$ cat src/sv/drik_pkg.sv
package drik_pkg;

    typedef logic signed [63:0] t_word;

    typedef enum logic [1:0] {
        OP_MUL,
        OP_DIV,
        OP_SQRT,
        OP_ATAN
    } t_op;

    typedef struct packed {
        logic start;
        t_op  op;
    } t_ureq;

    typedef enum logic [1:0] {
        U_IDLE,
        U_NORM,
        U_RUN,
        U_FIN
    } t_ust;

    typedef enum logic [4:0] {
        ST_IDLE,
        ST_LA,
        ST_LB,
        ST_XX,
        ST_YY,
        ST_ZZ,
        ST_DD,
        ST_SX,
        ST_P,
        ST_U1,
        ST_U2,
        ST_DP,
        ST_DIV,
        ST_V,
        ST_UU,
        ST_KV,
        ST_SQ,
        ST_CXY,
        ST_AT,
        ST_D1,
        ST_D2,
        ST_D3,
        ST_D4,
        ST_MT,
        ST_FAIL,
        ST_DONE
    } t_state;

    typedef enum logic [1:0] {
        REG_UPPER,
        REG_LOWER,
        REG_BASE,
        REG_PLAT
    } t_reg;

    localparam int MUL_STEPS  = 30;
    localparam int DIV_STEPS  = 51;
    localparam int SQRT_STEPS = 32;
    localparam int ATAN_STEPS = 24;

    localparam logic signed [31:0] HOME_ANGLE = 32'sd377487360;
    localparam t_word SQRT3_Q16  = 64'sd113512;
    localparam t_word K_LIMIT    = 64'sd268435456;
    localparam t_word NORM_LIMIT = 64'sd1099511627776;
    localparam t_word SQRT_BIT0  = 64'sh4000_0000_0000_0000;

    localparam logic [14:0] RST_UPPER = 15'd6400;
    localparam logic [14:0] RST_LOWER = 15'd12800;
    localparam logic [14:0] RST_BASE  = 15'd6400;
    localparam logic [14:0] RST_PLAT  = 15'd2560;

    // atan(2^-i) in degrees, 22 fraction bits
    function automatic logic [27:0] atan_q22(input logic [4:0] i);
        logic [27:0] v;
        case (i)
            5'd0:    v = 28'd188743680;
            5'd1:    v = 28'd111421900;
            5'd2:    v = 28'd58872272;
            5'd3:    v = 28'd29884485;
            5'd4:    v = 28'd15000234;
            5'd5:    v = 28'd7507429;
            5'd6:    v = 28'd3754631;
            5'd7:    v = 28'd1877430;
            5'd8:    v = 28'd938729;
            5'd9:    v = 28'd469366;
            5'd10:   v = 28'd234683;
            5'd11:   v = 28'd117342;
            5'd12:   v = 28'd58671;
            5'd13:   v = 28'd29335;
            5'd14:   v = 28'd14668;
            5'd15:   v = 28'd7334;
            5'd16:   v = 28'd3667;
            5'd17:   v = 28'd1833;
            5'd18:   v = 28'd917;
            5'd19:   v = 28'd458;
            5'd20:   v = 28'd229;
            5'd21:   v = 28'd115;
            5'd22:   v = 28'd57;
            5'd23:   v = 28'd29;
            default: v = 28'd0;
        endcase
        return v;
    endfunction

endpackage

$ cat src/sv/drik_unit.sv
module drik_unit (
    input  logic           i_clk,
    input  logic           i_rst_n,
    input  drik_pkg::t_ureq i_req,
    input  drik_pkg::t_word i_a,
    input  drik_pkg::t_word i_b,
    output logic           o_done,
    output drik_pkg::t_word o_res
);
    import drik_pkg::*;

    t_ust r_st, n_st;
    t_op  r_op, n_op;
    t_word r_x, n_x, r_y, n_y, r_p, n_p, r_b, n_b, r_res, n_res;
    logic signed [31:0] r_acc, n_acc;
    logic [5:0] r_cnt, n_cnt, last;
    logic r_neg, n_neg, r_done, n_done;
    t_word t_div, d_div, sq_diff, x_sh, y_sh;
    logic signed [31:0] a_step;

    assign o_done = r_done;
    assign o_res  = r_res;

    always_comb begin
        unique case (r_op)
            OP_MUL:  last = 6'(MUL_STEPS - 1);
            OP_DIV:  last = 6'(DIV_STEPS - 1);
            OP_SQRT: last = 6'(SQRT_STEPS - 1);
            default: last = 6'(ATAN_STEPS - 1);
        endcase
    end

    assign t_div   = {r_p[62:0], r_x[DIV_STEPS-1]};
    assign d_div   = t_div - r_b;
    assign sq_diff = r_x - (r_y | r_b);
    assign x_sh    = r_x >>> r_cnt;
    assign y_sh    = r_y >>> r_cnt;
    assign a_step  = 32'(atan_q22(r_cnt[4:0]));

    always_comb begin
        n_st = r_st; n_op = r_op; n_x = r_x; n_y = r_y; n_p = r_p; n_b = r_b;
        n_acc = r_acc; n_cnt = r_cnt; n_neg = r_neg; n_res = r_res; n_done = 1'b0;
        unique case (r_st)
            U_IDLE: begin
                if (i_req.start) begin
                    n_op  = i_req.op;
                    n_cnt = '0;
                    n_p   = '0;
                    n_acc = '0;
                    n_neg = 1'b0;
                    n_st  = U_RUN;
                    case (i_req.op)
                        OP_MUL: begin
                            n_x   = i_a;
                            n_y   = i_b[63] ? -i_b : i_b;
                            n_neg = i_b[63];
                        end
                        OP_DIV: begin
                            n_x   = i_a[63] ? -i_a : i_a;
                            n_b   = i_b;
                            n_y   = '0;
                            n_neg = i_a[63];
                        end
                        OP_SQRT: begin
                            n_x = i_a;
                            n_y = '0;
                            n_b = SQRT_BIT0;
                        end
                        default: begin
                            n_x  = i_a;
                            n_y  = i_b;
                            n_st = U_NORM;
                        end
                    endcase
                end
            end
            U_NORM: begin
                // double the vector until one magnitude reaches the limit
                if (r_x < NORM_LIMIT && r_y < NORM_LIMIT && r_y > -NORM_LIMIT) begin
                    n_x = r_x <<< 1;
                    n_y = r_y <<< 1;
                end else begin
                    n_st = U_RUN;
                end
            end
            U_RUN: begin
                case (r_op)
                    OP_MUL: begin
                        if (r_y[0]) n_p = r_p + r_x;
                        n_x = r_x <<< 1;
                        n_y = r_y >>> 1;
                    end
                    OP_DIV: begin
                        n_p = d_div[63] ? t_div : d_div;
                        n_y = {r_y[62:0], ~d_div[63]};
                        n_x = r_x <<< 1;
                    end
                    OP_SQRT: begin
                        if (!sq_diff[63]) begin
                            n_x = sq_diff;
                            n_y = (r_y >>> 1) | r_b;
                        end else begin
                            n_y = r_y >>> 1;
                        end
                        n_b = r_b >>> 2;
                    end
                    default: begin
                        if (r_y > 0) begin
                            n_x   = r_x + y_sh;
                            n_y   = r_y - x_sh;
                            n_acc = r_acc + a_step;
                        end else if (r_y < 0) begin
                            n_x   = r_x - y_sh;
                            n_y   = r_y + x_sh;
                            n_acc = r_acc - a_step;
                        end
                    end
                endcase
                if (r_cnt == last) n_st = U_FIN;
                else n_cnt = r_cnt + 6'd1;
            end
            U_FIN: begin
                case (r_op)
                    OP_MUL:  n_res = r_neg ? -r_p : r_p;
                    OP_DIV:  n_res = r_neg ? -r_y : r_y;
                    OP_SQRT: n_res = r_y;
                    default: n_res = 64'(r_acc) <<< 1;
                endcase
                n_done = 1'b1;
                n_st   = U_IDLE;
            end
            default: n_st = U_IDLE;
        endcase
    end

    always_ff @(posedge i_clk) begin
        if (!i_rst_n) begin
            r_st   <= U_IDLE;
            r_done <= 1'b0;
        end else begin
            r_st   <= n_st;
            r_done <= n_done;
        end
    end

    always_ff @(posedge i_clk) begin
        r_op  <= n_op;
        r_x   <= n_x;
        r_y   <= n_y;
        r_p   <= n_p;
        r_b   <= n_b;
        r_acc <= n_acc;
        r_cnt <= n_cnt;
        r_neg <= n_neg;
        r_res <= n_res;
    end

endmodule

$ cat config.mk
export PLATFORM = sky130hd
export DESIGN_NAME = drik_unit
export DESIGN_NICKNAME = d
export VERILOG_FILES = /design/src/sv/drik_pkg.sv /design/src/sv/drik_unit.sv
export SDC_FILE = /design/constraint.sdc
export NUM_CORES = 2
export LEC_CHECK = 0
export BUFFER_PORTS_ARGS = -buffer_cell sky130_fd_sc_hd__buf_2
export CAP_MARGIN = 5
export CORE_AREA = 8 8 403 405
export CTS_CLUSTER_SIZE = 8
export DETAILED_ROUTE_END_ITERATION = 16
export DIE_AREA = 0 0 411 413
export HOLD_SLACK_MARGIN = 0.05
export PLACE_DENSITY_LB_ADDON = 0.05
export RECOVER_POWER = 100
export SLEW_MARGIN = 25
export SYNTH_ARGS = -nofsm -noshare
export SYNTH_HDL_FRONTEND = slang
export SYNTH_SLANG_ARGS = --single-unit
$ cat constraint.sdc
create_clock -name i_clk -period 14.5 [get_ports i_clk]
set_input_delay 2.9 -clock i_clk [delete_from_list [all_inputs] [get_ports i_clk]]
set_output_delay 2.9 -clock i_clk [all_outputs]
set_load 0.02 [all_outputs]
==> metrics.csv <==
metric,value,unit
Setup crit start,r_y[6],
status,"finished, violations left",
highest routed layer,met5,
Die X,411,um
vias in the first global route,60777,
fmax,0.0903,GHz
wire length on met3,31700,um
Pins Over Slew Limit,1037,
fillcell total,16140,
Post-synth EDFFs,361,
initial antenna violation count,56,
Final ANT Viol Nets,0,
crit path launch type,flop,
Arrival @ worst endpoint,11.51,ns
Netlist cell types,101,
I/O Buffers,197,
post-synthesis mux area share,12.8,%
final worst path period share,76.4,%
cell at the slowest stage of the critical path,clkbuf_1,
I/O pin count,198,
CTS H-tree depth,2,
Total GRT Usage,35.2,%
top cell type's share of synthesized area,17.9,%
slew margin rel.,-279,%
CTS buffer count,58,
CP endpoint kind,flop,
DP Wirelength,245000,um
sequential share of the synthesized area,19.0,%
CTS Hold Bufs,0,
DR iter-0 viols,8831,
Area Growth Syn to Fin,7.39,%
die area,0.170,mm2
Setup TNS Final,0,ns
crit-path max FO,49,
worst-skew pair later-pin latency,0.72,ns
Critical Path RT,14.94,ns
total number of vias,64481,
worst stage delay on the critical path,1.11,ns
compound-cell area share of the yosys netlist,27.7,%
Hold Crit Endpoint,r_st[1],
Simple-Gate Fraction of Synth Area,18.1,%
met1 WL,131000,um
adder-cell share of the synthesized area,8.28,%
First-pass DRT Iterations,6,
DR WL met2,134000,um
async set-reset flop share out of synthesis,0,%
Worst Hold Depth,2,
die height,413,um
max cap viols,25,
Initial Utilization,38.8,%
worst-case clock buffer depth,3,
first-pass GRT wire length,444000,um
worst hold path class,flop to flop,
synth cell count leaders,"793 x nand2_1, 741 x a21oi_1, 648 x nor2_1",
Mapped Nets,8093,
R2R Path End,r_x[50],
nets,8008,
largest family of logic cells by synthesized area,compound AO/OA/AOI/OAI gates,
"CTS clk-pin slew, worst paths",0.06,ns
reg2reg start,r_y[6],
CTS tree,done,
"count leader, synth",nand2_1,
FF+latch area,0.0115,mm2
largest area contributor in the netlist,edfxtp_1,
via/cell ratio,6.72,
Wirelength per Cell,32.7,um
clock root buffer,clkbuf_16,
"Cell Area, Synth",0.0604,mm2
num rows,145,
setup repair after global routing missed its margin,no,
Synth Flop Type,edfxtp_1,
area occupied by multi-input gates,0.0459,mm2
Mean Syn Cell Area,7.99,um2
cts repair resizes,0,
Sink Count,392,
Hold Fails Final Rpt,0,
Cells after Synth,7564,
measured slew at the worst slew-check pin,5.68,ns
Yosys reg bits,392,
dominant cells by area after synthesis,"edfxtp_1 18%, mux4_2 8.3%, ha_1 8.1%, a21oi_1 6.1%, xnor2_1 5.4%",
Setup Buffers After CTS,0,
gpl congestion,1.03,
failing checks,"capacitance limit, slew limit",
hold path startpoint,r_st[1],
Core Box Area,0.156,mm2
layout cells sized above 1,10.8,%
pin count of the biggest net entering global routing,164,
Crit Path Category,flop to flop,
final setup violation count,0,
DRC viols,0,
worst clock skew,0.0449,ns
YS warnings,0,
R2R cell count,25,
min cycle time layout,11.07,ns
final WL,314000,um
r2r setup slk,3.43,ns
grt total ovfl,0,
xor-xnor portion of the synthesized cell area,8.95,%
-- how the worst max path moves through the flow --
stage | to | slack (ns)
final | r_x[50] | 3.43
after global routing | r_x[50] | 3.12
after CTS | r_y[57] | 5.05
after detailed placement | r_y[57] | 5.07
after global placement | r_y[57] | 5.16
after floorplan | r_y[57] | 6.34
-- routing by layer --
| layer | global-route usage [%] | up-vias |
|---|---|---|
| li1 | - | 28508 |
| met3 | 7.92 | 634 |
| met5 | 0 | - |
| met1 | 47.4 | 31812 |
| met4 | 16.8 | 42 |
| met2 | 53.3 | 3485 |
-- critical path: cells and delay by family, from the launching register on --
family	cells	cell delay (ns)
AO/OA/AOI/OAI	10	3.73
XOR/XNOR	2	0.32
adder cells (fa/ha/maj)	1	0.43
buffers and inverters	4	2.61
flip-flops	1	0.70
AND/OR/NAND/NOR	8	2.97
-- registers in the layout, indices dropped and copies added (netlist names) --
| signal | cells |
|---|---|
| o_res | 64 |
| r_p | 64 |
| r_cnt | 6 |
| r_op | 2 |
| r_y | 64 |
| r_acc | 32 |
| o_done | 1 |
| r_b | 64 |
| r_st | 2 |
| r_neg | 1 |
| a_step | 28 |
| r_x | 64 |
-- per-stage QoR --
step,util (%),hold slack [ns],worst slack (ns),cells,instance area [um2]
final,41.7,0.547,3.43,9598,64900
after global routing,41.6,0.575,3.12,9573,64800
after CTS,41.8,0.599,5.05,9568,65100
after detailed placement,40.8,0.593,5.07,9477,63500
after global placement,40.8,0.576,5.16,9477,63400
after floorplan,-,0.489,6.34,7564,60400
-- logic make-up after synthesis --
family	count (synthesis)
flip-flops	392
buffers and inverters	769
XOR/XNOR	617
adder cells (fa/ha/maj)	396
AND/OR/NAND/NOR	2337
AO/OA/AOI/OAI	2576
multiplexers	477
-- final cells by class --
type	instances	share of cell area, %
sequential	392	17.7
clock inverter	6	0.110
inverter	232	1.35
antenna	30	0.116
clock buffer	85	2.42
multi-input combinational	6403	70.8
timing repair buffer	392	3.57
tap	2058	3.97
-- layout by cell type, fill, tap and decap left out, drive strengths merged, types with 98 or more instances in the layout --
| master | n |
|---|---|
| a21o | 236 |
| a21oi | 741 |
| a221oi | 140 |
| a31oi | 98 |
| buf | 293 |
| clkbuf | 184 |
| edfxtp | 361 |
| ha | 390 |
| inv | 226 |
| mux2 | 113 |
| mux2i | 141 |
| mux4 | 223 |
| nand2 | 793 |
| nand3 | 134 |
| nor2 | 650 |
| nor3 | 153 |
| o21ai | 513 |
| o22ai | 99 |
| or3 | 98 |
| xnor2 | 370 |
| xor2 | 247 |
Power is not shown: default switching activity piles up to over one toggle a cycle in this logic, so the estimate is an artifact.
